**src/hdl/sbpm_pkg.sv**
```systemverilog
// ----------------------------------------------------------------------------
// sbpm_pkg - shared types and constants
// Defaults, register codes, sequencer states and inter-module structs for
// the band peak meter.
// ----------------------------------------------------------------------------
package sbpm_pkg;

	localparam int LED_COUNT_DEF     = 128;
	localparam int MAX_BAND_BINS_DEF = 1024;
	localparam int FRAC_BITS_DEF     = 16;

	localparam logic [7:0] DECAY_RST      = 8'd230;
	localparam logic [7:0] MIN_BRIGHT_RST = 8'd32;

	// register select (paddr[2])
	localparam logic REG_DECAY      = 1'b0;
	localparam logic REG_MIN_BRIGHT = 1'b1;

	// floor(x/100) = (x*DIV100_MUL) >> DIV100_SHIFT for x < 2^15
	localparam int DIV100_MUL   = 41944;
	localparam int DIV100_SHIFT = 22;

	typedef enum logic [2:0] {
		ST_CLEAR,
		ST_IDLE,
		ST_DIV,
		ST_COLOR,
		ST_WAIT_OUT,
		ST_PEAK
	} seq_state_t;

	typedef struct packed {
		logic [7:0] color;
		logic [7:0] target;
	} color_res_t;

	typedef struct packed {
		logic [7:0] target;
		logic [7:0] decay;
		logic [7:0] floor_lvl;
	} peak_req_t;

endpackage

```
**src/hdl/sbpm_peak.sv**
```systemverilog
// ----------------------------------------------------------------------------
// sbpm_peak - per-LED peak-hold store
// Peak levels in a one-port-write, registered-read memory; clearing sweep
// after reset, then read-modify-write per band.
// ----------------------------------------------------------------------------
module sbpm_peak #(
	parameter int LED_COUNT = sbpm_pkg::LED_COUNT_DEF,
	parameter int ADDR_W    = (LED_COUNT > 1) ? $clog2(LED_COUNT) : 1
) (
	input  logic                  clk,
	input  logic                  arst_n,
	input  logic                  start,
	input  logic [ADDR_W-1:0]     addr,
	input  sbpm_pkg::peak_req_t   req,
	output logic                  done,
	output logic [7:0]            brightness,
	output logic                  clear_busy
);
	import sbpm_pkg::*;

	logic [7:0]        mem [LED_COUNT];
	logic [7:0]        rd_q;
	logic [ADDR_W-1:0] addr_q, clr_addr_q, waddr;
	peak_req_t         req_q;
	logic              rmw_s1, done_q, clr_busy_q, we;
	logic [15:0]       dmul;
	logic [7:0]        new_peak, wdata;
	logic [7:0]        bright_q;

	assign dmul     = 16'(rd_q) * 16'(req_q.decay);
	assign new_peak = (req_q.target > rd_q) ? req_q.target : dmul[15:8];
	assign we       = clr_busy_q | rmw_s1;
	assign waddr    = clr_busy_q ? clr_addr_q : addr_q;
	assign wdata    = clr_busy_q ? 8'd0 : new_peak;

	always_ff @(posedge clk) begin
		if (we)
			mem[waddr] <= wdata;
		rd_q <= mem[addr];
	end

	always_ff @(posedge clk or negedge arst_n) begin
		if (!arst_n) begin
			clr_busy_q <= 1'b1;
			clr_addr_q <= '0;
			rmw_s1     <= 1'b0;
			done_q     <= 1'b0;
		end else begin
			rmw_s1 <= start;
			done_q <= rmw_s1;
			if (clr_busy_q) begin
				clr_addr_q <= clr_addr_q + ADDR_W'(1);
				if (clr_addr_q == ADDR_W'(LED_COUNT - 1))
					clr_busy_q <= 1'b0;
			end
		end
	end

	always_ff @(posedge clk) begin
		if (start) begin
			addr_q <= addr;
			req_q  <= req;
		end
		if (rmw_s1)
			bright_q <= (new_peak > req_q.floor_lvl) ? new_peak : req_q.floor_lvl;
	end

	assign done       = done_q;
	assign brightness = bright_q;
	assign clear_busy = clr_busy_q;

endmodule

```
**config.mk**
```make
export PLATFORM = sky130hd
export DESIGN_NAME = sbpm_peak
export DESIGN_NICKNAME = d
export VERILOG_FILES = /design/src/hdl/sbpm_pkg.sv /design/src/hdl/sbpm_peak.sv
export SDC_FILE = /design/constraint.sdc
export NUM_CORES = 1
export LEC_CHECK = 0
export BUFFER_PORTS_ARGS = -buffer_cell sky130_fd_sc_hd__buf_2
export CELL_PAD_IN_SITES_DETAIL_PLACEMENT = 1
export CELL_PAD_IN_SITES_GLOBAL_PLACEMENT = 2
export CORE_MARGIN = 10
export CORE_UTILIZATION = 35
export DETAILED_ROUTE_END_ITERATION = 10
export HOLD_SLACK_MARGIN = 0.03
export PLACE_DENSITY_LB_ADDON = 0.1
export SYNTH_ARGS = -nofsm -noshare
export SYNTH_HDL_FRONTEND = slang
export SYNTH_SLANG_ARGS = --single-unit
```
**constraint.sdc**
```tcl
create_clock -name clk -period 9.81 [get_ports clk]
set_clock_uncertainty 0.15 [all_clocks]
set_input_delay 0.981 -clock clk [delete_from_list [all_inputs] [get_ports clk]]
set_output_delay 0.981 -clock clk [all_outputs]
set_load 0.005 [all_outputs]
```
==> out/metrics.csv <==
metric;value;unit
nets@finish;2378;
R2R Setup Slk;3120;ps
max-cap viol count;0;
Core Area;125000;um^2
Yosys top cell area share;72.5;%
maximum VDD drop;0.331;mV
largest fanout on the critical path;80;
slew margin rel.;10.8;%
CP startpoint kind;flip-flop;
# DRC;0;
share of flip-flops with an asynchronous set or reset;0.925;%
WHS Path Cells;1;
CP dominant cell by count;fa_1;
Worst Path Required;10070;ps
Worst setup EP type;flip-flop;
Avg WL per Cell;28.3;um
vias in the first global route;22800;
clk sink count;1081;
synth warn;0;
Worst Hold Path EP;req_q[6];
Slew Limit Fails;0;
Worst-Margin Slew;1300;ps
drt first pass iters;6;
Unique masters post-synth;55;
port bufs;43;
WHS;279;ps
pwr dens;307;nW/um^2
post-cts sizing count;0;
clock buffer depth;3;
outcome;finished clean;
Die Wd;375;um
R2R cell count;17;
Tightest Hold Check Type;input pin to flip-flop;
Layout area overhead;13.9;%
Synth Register Bits;1081;
Initial Util;35.1;%
fin cells;4007;
initial antenna violation count;5;
ratio of cells with drive above 1 in the final layout;24.2;%
Final GP Congestion;0.755;
top post-synthesis cells by area;edfxtp_1, mux4_2, fa_1, ha_1, mux2i_1;
largest net degree at the start of global routing;96;
setup TNS;0;ps
Detailed Place HPWL;71800;um
htree depth;3;
first-pass GRT wire length;166000;um
r2r startpoint;rd_q[5];
CTS Hold Bufs;1;
most instantiated library cell after synthesis;edfxtp_1;
fmax;150;MHz
Setup Buffers After CTS;0;
GR Overflow Total;0;
Site Rows;130;
Worst path max stage delay;960;ps
Setup violations, final;0;
Worst Min Path Start;req[6];
Post-Syn Area;44000;um^2
routed via count;21000;
average size of a mapped cell;20.6;um^2
CP max-delay cell;nor2b_4;
CP cell instances;nand2_1, fa_1, fa_1, inv_1, fa_1, inv_1, fa_1, inv_1, ha_1, o211ai_1, a21boi_0, a21oi_1, o31ai_1, a211oi_1, o22ai_1, nor2b_4, buf_4;
Die Ht;375;um
total I/O pin count;44;
Crit Reg-Reg Endpoint;mem[124][5];
RSZ-0062 raised after global routing;no;
number of synthesized flops with an enable pin;1063;
CTS clk-pin slew, worst paths;60;ps
routed vias/inst;5.24;
Die ar.;140000;um^2
largest delay contributor family on the critical path;adder cells;
Critical Path AT;6940;ps
Buffers & Inverters on Critical Path;4;
Final Critical Period;6690;ps
DRT iter0 DRCs;1567;
Final Hold Vio Count;0;
Main synth FF type;edfxtp_1;
Final Util;40.0;%
critical setup path kind;flip-flop to flip-flop;
synthesized instance count;2138;
placed cell count;3789;
CTS Buf Count;117;
routed wire length;113000;um
Syn Nets;2257;
Global Route Usage Sum;16.1;%
sequential share of the synthesized area;73.5;%
Routed Antenna Nets;0;
CTS root buf;clkbuf_16;
Tcrit/Tclk final;68.2;%
worst skew pair latency;730;ps
commonest cells in the netlist;edfxtp_1, mux4_2, nor2_1;
Static Leak;0.0162;uW
CTS tree;done;
Synth area leader;edfxtp_1;
[flip-flops by register name, summed over array words and instances (netlist names)]
name	count
mem	1024
req_q	24
brightness	8
rd_q	8
addr_q	7
clr_addr_q	7
clear_busy	1
done	1
rmw_s1	1
[per-stage QoR]
| stage | setup slack, ps | area, um^2 | power [uW] |
|---|---|---|---|
| final | 3120 | 50100 | 15400 |
| after global routing | 2640 | 50100 | 16200 |
| after CTS | 3030 | 50100 | 15700 |
| after detailed placement | 3070 | 46400 | 11300 |
| after global placement | 3210 | 46400 | 11100 |
| after floorplan | 1690 | 44000 | 9440 |
[metal layers]
| metal | wire [um] | vias up | GRT usage (%) |
|---|---|---|---|
| met5 | 0 | - | 0 |
| met4 | 2330 | 0 | 3.89 |
| met3 | 4220 | 137 | 2.63 |
| met2 | 55500 | 370 | 26.5 |
| met1 | 51300 | 11500 | 22.3 |
| li1 | - | 8982 | - |
[layout make-up]
| class | instances | area (um^2) |
|---|---|---|
| repair buffers | 101 | 713 |
| multi-input cells | 892 | 11000 |
| fillers | 11900 | 75100 |
| clock inverters | 68 | 706 |
| clock buffers | 145 | 3050 |
| well taps | 1650 | 2060 |
| flip-flops and latches | 1081 | 32300 |
| diodes | 4 | 10.0 |
| inverters | 66 | 248 |
[layout by cell type, fill, tap and decap left out, types with 5 or more instances in the layout]
cell	n
mux4_2	288
and2_1	53
nand4_1	8
nor2_1	144
nor2b_4	7
buf_4	55
nor2b_1	11
ha_1	50
xor2_1	6
clkinv_1	27
clkinv_2	19
bufinv_16	14
xnor2_1	6
nand2b_1	8
dfxtp_1	8
mux2_2	9
clkbuf_1	27
nand2_1	49
a211oi_1	9
buf_2	40
clkbuf_16	118
a22oi_1	25
o21ai_0	10
nand3_1	26
a21o_1	5
dfrtp_1	9
a22o_1	10
edfxtp_1	1063
a31oi_1	7
fa_1	35
mux2i_1	59
a2111oi_0	8
inv_1	66
a21oi_1	18
[power by group]
part	total [uW]	leakage, uW	internal [uW]	switching, uW
clock	4360	0.00183	2560	1810
combinational	3600	0.00454	718	2890
sequential	7450	0.00982	7410	42.0
[kinds of logic (layout without fill, tap and decap cells)]
| logic type | after synthesis | count (layout) | synth area share, % |
|---|---|---|---|
| buffers and inverters | 165 | 380 | 1.66 |
| muxes | 356 | 356 | 16.3 |
| adders and majority gates | 85 | 85 | 3.01 |
| AOI/OAI and AO/OA | 117 | 117 | 1.92 |
| and+or+nand+nor | 322 | 322 | 3.41 |
| other | 0 | 4 | 0 |
| xor gates and xnor gates | 12 | 12 | 0.239 |
| DFF | 1081 | 1081 | 73.5 |
[worst max-delay path by stage]
| stage | slack, ps | start | depth (start not counted) | to |
|---|---|---|---|---|
| 2_1_floorplan | 1690 | req_q[10] | 15 | mem[0][4] |
| 3_3_place_gp | 3210 | rd_q[4] | 17 | mem[110][5] |
| 3_5_place_dp | 3070 | rd_q[5] | 17 | mem[111][5] |
| 4_1_cts | 3030 | rd_q[5] | 17 | mem[104][5] |
| 5_1_grt | 2640 | rd_q[5] | 17 | mem[105][5] |
| 6_report | 3120 | rd_q[5] | 17 | mem[124][5] |
Power figures use the tool's default switching activity.
