===== config.mk =====
export PLATFORM = sky130hd
export DESIGN_NAME = sbpm_accum
export DESIGN_NICKNAME = d
export VERILOG_FILES = /design/src/hdl/sbpm_pkg.sv /design/src/hdl/sbpm_accum.sv
export SDC_FILE = /design/constraint.sdc
export NUM_CORES = 2
export LEC_CHECK = 0
export ABC_AREA = 1
export BUFFER_PORTS_ARGS = -buffer_cell sky130_fd_sc_hd__buf_2
export CORE_UTILIZATION = 60
export CTS_BUF_LIST = sky130_fd_sc_hd__clkbuf_16
export DETAILED_ROUTE_END_ITERATION = 10
export GPL_ROUTABILITY_DRIVEN = 1
export GPL_TIMING_DRIVEN = 0
export HOLD_SLACK_MARGIN = 0.08
export PLACE_DENSITY_LB_ADDON = 0.2
export SLEW_MARGIN = 20
export SYNTH_ARGS = -nofsm -noshare
export SYNTH_HDL_FRONTEND = slang
export SYNTH_SLANG_ARGS = --single-unit

===== constraint.sdc =====
create_clock -name clk -period 17.2 [get_ports clk]
set_clock_uncertainty 0.2 [all_clocks]
set_input_delay 2.58 -clock clk [delete_from_list [all_inputs] [get_ports clk]]
set_output_delay 2.58 -clock clk [all_outputs]
set_load 0.02 [all_outputs]

===== src/hdl/sbpm_pkg.sv =====
// ----------------------------------------------------------------------------
// sbpm_pkg - shared types and constants
// Defaults, register codes, sequencer states and inter-module structs for
// the band peak meter.
// ----------------------------------------------------------------------------
package sbpm_pkg;

	localparam int LED_COUNT_DEF     = 128;
	localparam int MAX_BAND_BINS_DEF = 1024;
	localparam int FRAC_BITS_DEF     = 16;

	localparam logic [7:0] DECAY_RST      = 8'd230;
	localparam logic [7:0] MIN_BRIGHT_RST = 8'd32;

	// register select (paddr[2])
	localparam logic REG_DECAY      = 1'b0;
	localparam logic REG_MIN_BRIGHT = 1'b1;

	// floor(x/100) = (x*DIV100_MUL) >> DIV100_SHIFT for x < 2^15
	localparam int DIV100_MUL   = 41944;
	localparam int DIV100_SHIFT = 22;

	typedef enum logic [2:0] {
		ST_CLEAR,
		ST_IDLE,
		ST_DIV,
		ST_COLOR,
		ST_WAIT_OUT,
		ST_PEAK
	} seq_state_t;

	typedef struct packed {
		logic [7:0] color;
		logic [7:0] target;
	} color_res_t;

	typedef struct packed {
		logic [7:0] target;
		logic [7:0] decay;
		logic [7:0] floor_lvl;
	} peak_req_t;

endpackage


===== src/hdl/sbpm_accum.sv =====
// ----------------------------------------------------------------------------
// sbpm_accum - band power accumulator
// Three-stage pipe: squared magnitude, weighting, saturating accumulate.
// ----------------------------------------------------------------------------
module sbpm_accum #(
	parameter int MAX_BAND_BINS = sbpm_pkg::MAX_BAND_BINS_DEF,
	parameter int CNT_W         = $clog2(MAX_BAND_BINS + 1)
) (
	input  logic             clk,
	input  logic             arst_n,
	input  logic             fire,
	input  logic [6:0]       led,
	input  logic [17:0]      re,
	input  logic [17:0]      im,
	input  logic [15:0]      weight,
	input  logic             last,
	output logic             band_valid,
	output logic [31:0]      band_sum,
	output logic [CNT_W-1:0] band_count,
	output logic [6:0]       band_led,
	output logic             last_pending
);
	import sbpm_pkg::*;

	logic [17:0] abs_re, abs_im;
	logic [35:0] magsq_s1;
	logic [15:0] weight_s1;
	logic [6:0]  led_s1, led_s2;
	logic        valid_s1, valid_s2, last_s1, last_s2;
	logic [51:0] prod_s2;
	logic [31:0] sum_q;
	logic [CNT_W-1:0] count_q;
	logic [52:0] acc;
	logic [31:0] sum_next;
	logic [CNT_W-1:0] count_next;
	logic        band_valid_q;
	logic [31:0] band_sum_q;
	logic [CNT_W-1:0] band_count_q;
	logic [6:0]  band_led_q;

	assign abs_re = re[17] ? (~re + 18'd1) : re;
	assign abs_im = im[17] ? (~im + 18'd1) : im;

	always_ff @(posedge clk or negedge arst_n) begin
		if (!arst_n) begin
			valid_s1 <= 1'b0;
			valid_s2 <= 1'b0;
			last_s1  <= 1'b0;
			last_s2  <= 1'b0;
		end else begin
			valid_s1 <= fire;
			valid_s2 <= valid_s1;
			last_s1  <= fire & last;
			last_s2  <= valid_s1 & last_s1;
		end
	end

	always_ff @(posedge clk) begin
		magsq_s1  <= 36'(abs_re) * 36'(abs_re) + 36'(abs_im) * 36'(abs_im);
		weight_s1 <= weight;
		led_s1    <= led;
		prod_s2   <= 52'(magsq_s1) * 52'(weight_s1);
		led_s2    <= led_s1;
	end

	assign acc        = 53'(sum_q) + 53'(prod_s2);
	assign sum_next   = (|acc[52:32]) ? 32'hFFFF_FFFF : acc[31:0];
	assign count_next = (count_q == CNT_W'(MAX_BAND_BINS)) ? count_q : count_q + CNT_W'(1);

	always_ff @(posedge clk or negedge arst_n) begin
		if (!arst_n) begin
			sum_q        <= '0;
			count_q      <= '0;
			band_valid_q <= 1'b0;
		end else begin
			band_valid_q <= valid_s2 & last_s2;
			if (valid_s2) begin
				if (last_s2) begin
					sum_q   <= '0;
					count_q <= '0;
				end else begin
					sum_q   <= sum_next;
					count_q <= count_next;
				end
			end
		end
	end

	always_ff @(posedge clk) begin
		if (valid_s2 && last_s2) begin
			band_sum_q   <= sum_next;
			band_count_q <= count_next;
			band_led_q   <= led_s2;
		end
	end

	assign band_valid   = band_valid_q;
	assign band_sum     = band_sum_q;
	assign band_count   = band_count_q;
	assign band_led     = band_led_q;
	assign last_pending = last_s1 | last_s2 | band_valid_q;

endmodule


==> impl_metrics.toml <==
[floorplan]
fp.dieArea_um2 = 78830
die_h_um = 280.8
io_pins = 115
row_count = 101
core_area_um2 = 76450
fp.dieW_um = 280.8
start_util_pct = 60.99

[grt]
overflow = 0
grt_pass1_vias = 39280
grt_pass1_wl_um = 208900
antenna_found_initial = 2
grt_max_degree = 49
grt_util_all_layers_pct = 34.74

[detailed_routing]
vias_per_cell = 5.242
totalWireLength_um = 129900
vias = 36660
ant_nets = 0
drtPass1Iterations = 6
drtIter0Drc = 2478
detail_route.wl_per_cell_um = 18.57
drc = 0

[sta]
finalHoldViolCount = 0
relSlewSlack_pct = 22.92
post-route-min-period_ps = 12920
rsz0062_at_grt = "false"
setup_viol = 0
tightest_slew_ps = 1156
setup_tns_ps = 0
fmax_ghz = 0.07737
report.final.slew_viol_count = 0
timing.final.crit_share_pct = 75.14

[critical_path]
crit_path_frequent_cell = "fa_1"
path_class = "in -> reg"
critPathArrivalTime_ps = 13230
worst_setup_path_start_kind = "input pin"
end_kind = "flip-flop"
cp.required_ps = 17510
critical_path.max_stage_delay_ps = 730
cp_max_fo = 10
crit_slowest_cell = "nor4_1"

[placement]
gp_congestion = 1.023
io_buffers = 113
place_hpwl_um = 112900

[clocking]
clkLatencyLatePin_ps = 580
cts_root_buf = "clkbuf_16"
post_cts_buffers = 0
cts_resized = 0
clkTransAtPathRegs_ps = 70
tritoncts = "built"
clock_sinks = 216
cts_buffers = 25
clk_path_buf_depth = 3
htreeDepth = 1
cts_hold_buf = 0

[synthesis]
ys_async_sr_fraction_pct = 22.22
synth-edff-count = 50
synth.area.top_cells = "fa_1, inv_1, nand2_1"
ys.flop_type = "dfxtp_1"
yosysWarnings = 0
synth_cell_type_count = 51
seq_area_frac_synth_pct = 10.86
synth_seq_cells = 216
avgSynthCellArea_um2 = 8.067
syn_inst = 5780
synthDominantCellAreaShare_pct = 41.73
synth_area_um2 = 46630
synth_top_area_cell = "fa_1"

[cells_and_area]
num-nets-final = 7318
layout-drive-gt1-share_pct = 3.841
area_growth_syn_to_layout_pct = 5.936

[worst_hold_path]
hold_path_class = "reg -> reg"

[run_status]
status = "finished clean"

[job]
cap_violations = 0
[synth_stat cells (3+ instances only)]
cell type and number:
inv_2 7, clkinv_1 11, edfxtp_1 50, nor2_2 9, nand2_2 4, and3_1 3
o21a_1 17, a21o_1 6, a21oi_1 137, o21bai_1 9, and2_1 4, dfxtp_1 118
a31oi_1 14, dfrtp_1 48, xnor2_1 53, a21boi_0 5, nand3b_1 5, o21ai_1 5
nand3_1 103, inv_1 1646, fa_1 972, nand4_1 27, buf_1 5, nor3_1 24
ha_1 339, nor2_1 383, o22ai_1 7, nand2_1 1348, xor2_1 91, o31ai_1 5
or2_2 9, clkbuf_1 170, buf_6 6, nand3_2 30, nor4_1 6, nor3_2 5
o21ai_0 77, nor2_4 3
[metal layers]
| metal | track usage [%] | vias to the layer above | part of all wire, % |
|---|---|---|---|
| met5 | 0 | - | 0 |
| met4 | 20.02 | 0 | 6.8 |
| met3 | 4.863 | 422 | 7.1 |
| met2 | 58.89 | 1490 | 48 |
| met1 | 42.53 | 17860 | 38 |
| li1 | - | 16890 | - |
[worst paths after layout]
path                                 startpoint                      end  slack, ps  cells after the start
max                                       im[0]     magsq_s1[33]$_DFF_P_       4280                     32
min                           led_s1[5]$_DFF_P_        led_s2[5]$_DFF_P_        130                      0
max reg2reg                weight_s1[7]$_DFF_P_      prod_s2[37]$_DFF_P_       9700                     25
min reg2reg                   led_s1[5]$_DFF_P_        led_s2[5]$_DFF_P_        130                      0
max in group asynchronous                arst_n  count_q[10]$_DFFE_PN0P_      14490                      1
min in group asynchronous                arst_n     sum_q[1]$_DFFE_PN0P_       1840                      1
[cells in the final DEF, fill, tap and decap left out, types with 14 or more instances in the layout]
cell	n
nand3_2	30
ha_1	339
o21a_1	17
a21oi_1	137
nor2_1	383
nor3_1	24
o21ai_0	77
xor2_1	90
fa_1	972
edfxtp_1	50
dfxtp_1	118
nand4_1	27
nand2_1	1348
dfrtp_1	48
nand3_1	103
xnor2_1	53
buf_2	113
clkbuf_16	25
inv_1	1650
conb_1	25
a31oi_1	14
clkbuf_1	170
[per-stage QoR]
stage,setup slack (ps),std cells,utilization [%],hold slack (ps),instance area [µm²]
6_report,4275,6993,64.61,127.4,49390
3_5_place_dp,3880,6947,63.56,113.5,48600
4_1_cts,4476,6992,64.60,129.5,49390
5_1_grt,4056,6992,64.60,135.7,49390
3_3_place_gp,3518,6946,63.53,110.0,48570
2_1_floorplan,6622,5803,-,109.6,46710
[registers in the layout, indices dropped and copies added (netlist names), 7 cells and up]
name        cells
count_q        11
band_sum       32
led_s1          7
led_s2          7
magsq_s1       36
sum_q          32
band_led        7
weight_s1      16
band_count     11
prod_s2        52
[critical path: cells and delay by family]
family          cells  cell delay (ps)
xor+xnor            2              820
fa+ha+maj          10             4600
simple gates        8             2220
buf+inv             9             1980
compound gates      3             1000
[cell families after synthesis]
logic type	Yosys count	share of synthesized area [%]
other cells	2	0.01611
fa+ha+maj	1311	50.83
flops	216	10.86
compound gates	295	3.547
buf+inv	1847	14.98
xor+xnor	144	2.705
simple gates	1965	17.06
[layout make-up]
cell class                 instances  area (µm²)
multi-input combinational       3740       34670
fill                            6782       27060
inverter                        1664        6246
sequential                       216        5065
tap                             1030        1289
buffer                           183       737.0
clock buffer                      25       625.6
timing repair buffer             114       588.1
clock inverter                    20       168.9
antenna                            1       2.502
Power is not shown: default switching activity piles up to over one toggle a cycle in this logic, so the estimate is an artifact.
