$ cat config.mk
export PLATFORM = sky130hd
export DESIGN_NAME = sbpm_color
export DESIGN_NICKNAME = d
export VERILOG_FILES = /design/src/hdl/sbpm_pkg.sv /design/src/hdl/sbpm_color.sv
export SDC_FILE = /design/constraint.sdc
export NUM_CORES = 2
export LEC_CHECK = 0
export BUFFER_PORTS_ARGS = -buffer_cell sky130_fd_sc_hd__buf_2
export CORE_UTILIZATION = 55
export CTS_CLUSTER_DIAMETER = 40
export DETAILED_ROUTE_END_ITERATION = 10
export GPL_ROUTABILITY_DRIVEN = 0
export HOLD_SLACK_MARGIN = 0.1
export PLACE_DENSITY_LB_ADDON = 0.2
export SYNTH_ARGS = -nofsm -noshare
export SYNTH_HDL_FRONTEND = slang
export SYNTH_SLANG_ARGS = --single-unit
$ cat constraint.sdc
create_clock -name clk -period 14.85 [get_ports clk]
set_input_delay 1.485 -clock clk [delete_from_list [all_inputs] [get_ports clk]]
set_output_delay 1.485 -clock clk [all_outputs]
set_load 0.05 [all_outputs]
$ cat src/hdl/sbpm_pkg.sv
// ----------------------------------------------------------------------------
// sbpm_pkg - shared types and constants
// Defaults, register codes, sequencer states and inter-module structs for
// the band peak meter.
// ----------------------------------------------------------------------------
package sbpm_pkg;

	localparam int LED_COUNT_DEF     = 128;
	localparam int MAX_BAND_BINS_DEF = 1024;
	localparam int FRAC_BITS_DEF     = 16;

	localparam logic [7:0] DECAY_RST      = 8'd230;
	localparam logic [7:0] MIN_BRIGHT_RST = 8'd32;

	// register select (paddr[2])
	localparam logic REG_DECAY      = 1'b0;
	localparam logic REG_MIN_BRIGHT = 1'b1;

	// floor(x/100) = (x*DIV100_MUL) >> DIV100_SHIFT for x < 2^15
	localparam int DIV100_MUL   = 41944;
	localparam int DIV100_SHIFT = 22;

	typedef enum logic [2:0] {
		ST_CLEAR,
		ST_IDLE,
		ST_DIV,
		ST_COLOR,
		ST_WAIT_OUT,
		ST_PEAK
	} seq_state_t;

	typedef struct packed {
		logic [7:0] color;
		logic [7:0] target;
	} color_res_t;

	typedef struct packed {
		logic [7:0] target;
		logic [7:0] decay;
		logic [7:0] floor_lvl;
	} peak_req_t;

endpackage

$ cat src/hdl/sbpm_color.sv
// ----------------------------------------------------------------------------
// sbpm_color - colour index and brightness target
// log2 by repeated squaring of the mantissa, one square a cycle; the
// brightness target runs alongside in registered steps.
// ----------------------------------------------------------------------------
module sbpm_color #(
	parameter int FRAC_BITS = sbpm_pkg::FRAC_BITS_DEF
) (
	input  logic                    clk,
	input  logic                    arst_n,
	input  logic                    start,
	input  logic [31:0]             psd,
	output logic                    done,
	output sbpm_pkg::color_res_t    res
);
	import sbpm_pkg::*;

	localparam int MSB_W = $clog2(FRAC_BITS + 1);
	localparam int SQ_W  = 2 * FRAC_BITS + 4;
	localparam int HP_W  = SQ_W + 12;
	localparam logic [31:0]     ONE  = 32'(1) << FRAC_BITS;
	localparam logic [31:0]     LOW  = 32'(1) << (FRAC_BITS - 8);
	localparam logic [31:0]     FOUR = 32'(4) << FRAC_BITS;
	localparam logic [SQ_W-1:0] CAP  = SQ_W'(10) << (2 * FRAC_BITS);

	logic [MSB_W-1:0] msb_c, msb_q;
	logic [4:0]       sh_c;
	logic [31:0]      psd_q, m_q;
	logic [63:0]      sqr;
	logic [15:0]      frac_q;
	logic [4:0]       iter_q;
	logic             busy_q, done_q, sat_q, zero_q;
	logic [FRAC_BITS+1:0] psd_small;
	logic [SQ_W-1:0]  sq_c, sq_q;
	logic [HP_W-1:0]  hprod;
	logic [15:0]      hi_q;
	logic [31:0]      tmul;
	logic [9:0]       tq;
	logic [19:0]      lq;
	logic [27:0]      cmul;
	color_res_t       res_q;

	always_comb begin
		msb_c = MSB_W'(FRAC_BITS - 8);
		for (int i = FRAC_BITS - 7; i <= FRAC_BITS; i++) begin
			if (psd[i])
				msb_c = MSB_W'(i);
		end
	end
	assign sh_c = 5'd31 - 5'(msb_c);

	assign sqr       = 64'(m_q) * 64'(m_q);
	assign psd_small = psd_q[FRAC_BITS+1:0];
	assign sq_c      = SQ_W'(psd_small) * SQ_W'(psd_small);
	assign hprod     = HP_W'(sq_q) * HP_W'(2550);
	assign tmul      = 32'(hi_q) * 32'(DIV100_MUL);
	assign tq        = tmul[31:DIV100_SHIFT];
	assign lq        = {4'(msb_q - MSB_W'(FRAC_BITS - 8)), frac_q};
	assign cmul      = 28'(lq) * 28'(255);

	always_ff @(posedge clk or negedge arst_n) begin
		if (!arst_n) begin
			busy_q <= 1'b0;
			done_q <= 1'b0;
			iter_q <= '0;
		end else begin
			done_q <= 1'b0;
			if (start) begin
				busy_q <= 1'b1;
				iter_q <= 5'd16;
			end else if (busy_q) begin
				if (iter_q != 5'd0) begin
					iter_q <= iter_q - 5'd1;
				end else begin
					busy_q <= 1'b0;
					done_q <= 1'b1;
				end
			end
		end
	end

	always_ff @(posedge clk) begin
		if (start) begin
			psd_q  <= psd;
			msb_q  <= msb_c;
			m_q    <= psd << sh_c;
			frac_q <= '0;
			sat_q  <= (psd > ONE);
			zero_q <= (psd <= LOW);
		end else if (busy_q && iter_q != 5'd0) begin
			// mantissa squared; overflow past 2 renormalises and yields a 1
			if (sqr[63]) begin
				m_q    <= sqr[63:32];
				frac_q <= {frac_q[14:0], 1'b1};
			end else begin
				m_q    <= sqr[62:31];
				frac_q <= {frac_q[14:0], 1'b0};
			end
		end
		sq_q <= (psd_q >= FOUR || sq_c > CAP) ? CAP : sq_c;
		hi_q <= 16'(hprod >> (2 * FRAC_BITS)) + 16'd255;
		if (busy_q && iter_q == 5'd0) begin
			res_q.target <= (tq > 10'd255) ? 8'd255 : tq[7:0];
			if (sat_q)
				res_q.color <= 8'd255;
			else if (zero_q)
				res_q.color <= 8'd0;
			else
				res_q.color <= cmul[26:19];
		end
	end

	assign done = done_q;
	assign res  = res_q;

endmodule

==> reports/results.txt <==
The flow ran to the end, and the final reports show no timing, DRC or antenna violations. The cell chosen for the clock root is sky130_fd_sc_hd__clkbuf_16. The final period demand of the worst path was 9680 ps. The number of maximum-capacitance constraint violations was 0; the async set-or-reset flop fraction in the synthesized netlist was 0.0438.

The normalized max-slew margin was 0.150. The tools report the H-tree depth as 4. For the maximum count of clock buffers along a single path, the log shows 2. Measured along the y axis, the die boundary spans 331 um. The count of distinct cell types in the synthesized netlist is 94, and the post-CTS clock slew at the launch and capture registers of the worst setup and hold paths is 80 ps. The total core area was 107000 sq um. The commonest cells after synthesis are sky130_fd_sc_hd__inv_1, sky130_fd_sc_hd__fa_1, sky130_fd_sc_hd__ha_1. After technology mapping, the gate count stands at 6238.

For this block, the via count after detailed routing is 40500. Fmax: 0.103 GHz. Tracing the worst setup path back leads to its startpoint at m_q[13]$_DFFE_PP_. Along the worst hold path, the cell count comes to 2. TritonCTS built the clock tree. The run gives 0.555 as the initial cell density of the core. The cell type contributing the most total cell area after synthesis was sky130_fd_sc_hd__fa_1. The logs give 5170 ps for the slack of the worst reg-to-reg path and 0 for the final hold violation count.

Buffers inserted during clock tree synthesis total 17. By startpoint and endpoint, the worst setup path is classified as flip-flop to flip-flop. The fraction of final layout cells sized beyond drive strength 1 is 0.0278. The clock arrives with 26.7 ps of skew. The clock sink total is 160, and the count of boundary I/O pins is 52. The endpoint identified for the worst register-to-register timing path is m_q[30]$_DFFE_PP_.

After floorplanning, the core was divided into 120 placement rows. The logs give 0 for the count of antenna diodes in the layout and 8266 for the final net count. For this run, the detailed router's first-pass iteration total came to 5. The largest fanout of any net on the critical path is 23, and the total DRC errors in the routed layout is 0. Yosys attributes the largest share of cell area to sky130_fd_sc_hd__fa_1, sky130_fd_sc_hd__ha_1, sky130_fd_sc_hd__inv_1. The global-route total usage across every layer is 0.271. Setup violations remaining at the end of the flow were counted as 0. The tools report the startpoint type of the worst setup path as a flip-flop.

The tools report the total of warnings raised by yosys as 0. The sequential standard cell area was 4100 sq um. In this run, synthesis produced a sequential element count of 160. Data arrives at the worst endpoint at 9930 ps. The worst path required time is 15100 ps. The detailed router's first-iteration violation count came out at 2594. The first global-routing pass estimated 231 mm of wire.

The horizontal die dimension is 331 um, and the area of the multi-input gates is 47800 sq um. The path class of the tightest hold or removal check is flip-flop to flip-flop. In this run the tool buffered the top-level ports with 51 buffer cells. The detail route stage leaves a number of antenna-violating nets equal to 0.

The number of antenna violations at the first check in global routing came out at 5. The startpoint of the most critical register-to-register path was m_q[13]$_DFFE_PP_. The share of the clock period used by the worst path after layout works out to 0.652. For this run, the leading register cell type out of synthesis is sky130_fd_sc_hd__edfxtp_1.

The final layout contains routed wiring with a total length of 139 mm. For the number of global-route vias before repair, the log shows 43600. The proportion of netlist area held by the largest area contributor is 0.460. Summed over all layers, the global routing overflow is 0. Destination of the critical timing path: m_q[30]$_DFFE_PP_.

Setup repair after global routing left no endpoint under its margin. The tools report the max-slew violation count as 0. The tools report the count of fill cells added during filler insertion as 9461. The synthesis-to-layout area growth was 3.88%. The full die area is 109000 sq um, and the clock latency reported for the late side of the worst-skew pair is 510 ps. In this run, synthesis inferred 86 flip-flops with an integrated enable. In the final routed layout, each cell accounts on average for 18.3 um. The path depth of the worst reg2reg path was 27.

The sequential-to-total area share from yosys stat is 0.0690. The run gives 0 as the count of instances resized after the clock tree is built. The cell area that synthesis handed to floorplanning was 59400 sq um. The run gives 0 as the post-CTS setup buffer count.

Entering global routing, the biggest net connects 76 pins. The routed via count divided by cell count is 5.34. The library cell with the highest instance count after synthesis is sky130_fd_sc_hd__inv_1. Setup total negative slack on the finished layout was measured at 0 ps. STA classifies the critical path endpoint as a flip-flop.

For the hold buffer count at CTS, the log shows 0. The post-detailed-placement half-perimeter wirelength was 118 mm. The mean instance size in the synthesized netlist was 9.53 sq um; the measured slew at the worst slew-check pin was 1280 ps.
## worst max-delay path, stage by stage, from the launching register on
cell	delay, ps
sky130_fd_sc_hd__edfxtp_1	1210
sky130_fd_sc_hd__buf_4	390
sky130_fd_sc_hd__nand2_1	160
sky130_fd_sc_hd__fa_1	590
sky130_fd_sc_hd__inv_1	80
sky130_fd_sc_hd__fa_1	480
sky130_fd_sc_hd__inv_1	50
sky130_fd_sc_hd__fa_1	530
sky130_fd_sc_hd__fa_1	530
sky130_fd_sc_hd__inv_1	50
sky130_fd_sc_hd__fa_1	550
sky130_fd_sc_hd__fa_1	420
sky130_fd_sc_hd__fa_1	510
sky130_fd_sc_hd__fa_1	420
sky130_fd_sc_hd__ha_1	340
sky130_fd_sc_hd__and4_1	260
sky130_fd_sc_hd__and4_1	210
sky130_fd_sc_hd__a221o_1	400
sky130_fd_sc_hd__o41ai_1	360
sky130_fd_sc_hd__o31ai_1	150
sky130_fd_sc_hd__buf_4	200
sky130_fd_sc_hd__o21ai_2	180
sky130_fd_sc_hd__o31a_1	220
sky130_fd_sc_hd__o21ai_1	120
sky130_fd_sc_hd__a311o_1	390
sky130_fd_sc_hd__xor2_1	160
sky130_fd_sc_hd__and2_0	140
sky130_fd_sc_hd__a221o_1	330
## flip-flops by register name, summed over array words and instances, names as in the netlist
register / cells
sq_q: 35
frac_q: 16
iter_q: 5
zero_q: 1
hi_q: 16
m_q: 32
sat_q: 1
msb_q: 4
done: 1
res: 16
busy_q: 1
psd_q: 32
## cell type report
type / instances / share of cell area
multi-input combinational: 4063 / 0.774
timing repair buffer: 93 / 0.00928
sequential: 160 / 0.0664
clock inverter: 14 / 0.00357
clock buffer: 18 / 0.00695
inverter: 1836 / 0.112
tap: 1403 / 0.0284
## layer usage
| metal | up-vias | track usage | wire (um) |
|---|---|---|---|
| li1 | 18600 | - | - |
| met1 | 20700 | 0.400 | 64100 |
| met2 | 1119 | 0.428 | 63700 |
| met3 | 183 | 0.0280 | 7820 |
| met4 | 4 | 0.0694 | 3490 |
| met5 | - | 0 | 23 |
## cell usage in the layout, fill, tap and decap left out, types with 11 or more instances in the layout
cell type                      n
sky130_fd_sc_hd__clkbuf_16    17
sky130_fd_sc_hd__nand2_1     497
sky130_fd_sc_hd__nor3_1       35
sky130_fd_sc_hd__xnor2_1      85
sky130_fd_sc_hd__o31ai_1      11
sky130_fd_sc_hd__inv_1      1834
sky130_fd_sc_hd__nand3_1      49
sky130_fd_sc_hd__fa_1       1367
sky130_fd_sc_hd__a31o_2       14
sky130_fd_sc_hd__xor2_1       74
sky130_fd_sc_hd__nand4_1      25
sky130_fd_sc_hd__edfxtp_1     86
sky130_fd_sc_hd__buf_2        50
sky130_fd_sc_hd__dfxtp_1      67
sky130_fd_sc_hd__o211ai_1     11
sky130_fd_sc_hd__and3_1       39
sky130_fd_sc_hd__a31oi_1      29
sky130_fd_sc_hd__ha_1        693
sky130_fd_sc_hd__or2_2        11
sky130_fd_sc_hd__o21a_1       17
sky130_fd_sc_hd__a221o_1      13
sky130_fd_sc_hd__nor4_1       17
sky130_fd_sc_hd__a21o_1       90
sky130_fd_sc_hd__buf_4        43
sky130_fd_sc_hd__nor2_1      145
sky130_fd_sc_hd__and2_1      296
sky130_fd_sc_hd__a21boi_1     13
sky130_fd_sc_hd__nand2b_1     20
sky130_fd_sc_hd__o21ai_0      77
sky130_fd_sc_hd__o21bai_1     24
sky130_fd_sc_hd__mux2i_1      39
sky130_fd_sc_hd__nor2b_1      27
sky130_fd_sc_hd__a211oi_1     14
sky130_fd_sc_hd__a21oi_1     190
## cell families (layout without fill, tap and decap cells)
kind of cell	Yosys count	count (layout)	share of synthesized area
multiplexers	41	41	0.00695
flip-flops	160	160	0.0690
other	1	4	0.0000631
buffers and inverters	2018	1961	0.128
XOR/XNOR	163	163	0.0243
AO/OA/AOI/OAI	592	592	0.0659
adder cells (fa/ha/maj)	2060	2060	0.606
AND/OR/NAND/NOR	1203	1203	0.0997
## metrics by stage
stage                     cell area [sq um]  hold WS (ps)  cells  setup slack, ps   util
after global routing                  61700           565   7587             4770  0.577
after CTS                             61700           542   7587             5250  0.577
after floorplan                       59400           489   6241             6560      -
after global placement                61100           518   7555             5380  0.571
after detailed placement              61100           521   7555             5310  0.571
final                                 61700           539   7587             5170  0.577
## how the worst min path moves through the flow
stage / from / endpoint / slack [ps]
after floorplan: iter_q[4]$_DFFE_PN0P_ / iter_q[4]$_DFFE_PN0P_ / 490
after global placement: iter_q[4]$_DFFE_PN0P_ / iter_q[4]$_DFFE_PN0P_ / 520
after detailed placement: iter_q[4]$_DFFE_PN0P_ / iter_q[4]$_DFFE_PN0P_ / 520
after CTS: iter_q[4]$_DFFE_PN0P_ / iter_q[4]$_DFFE_PN0P_ / 540
after global routing: iter_q[4]$_DFFE_PN0P_ / iter_q[4]$_DFFE_PN0P_ / 570
final: iter_q[4]$_DFFE_PN0P_ / iter_q[4]$_DFFE_PN0P_ / 540
Power is left out: the tool's default activity adds up to more than one toggle a clock period on the data nets, which glitch-free logic cannot reach.
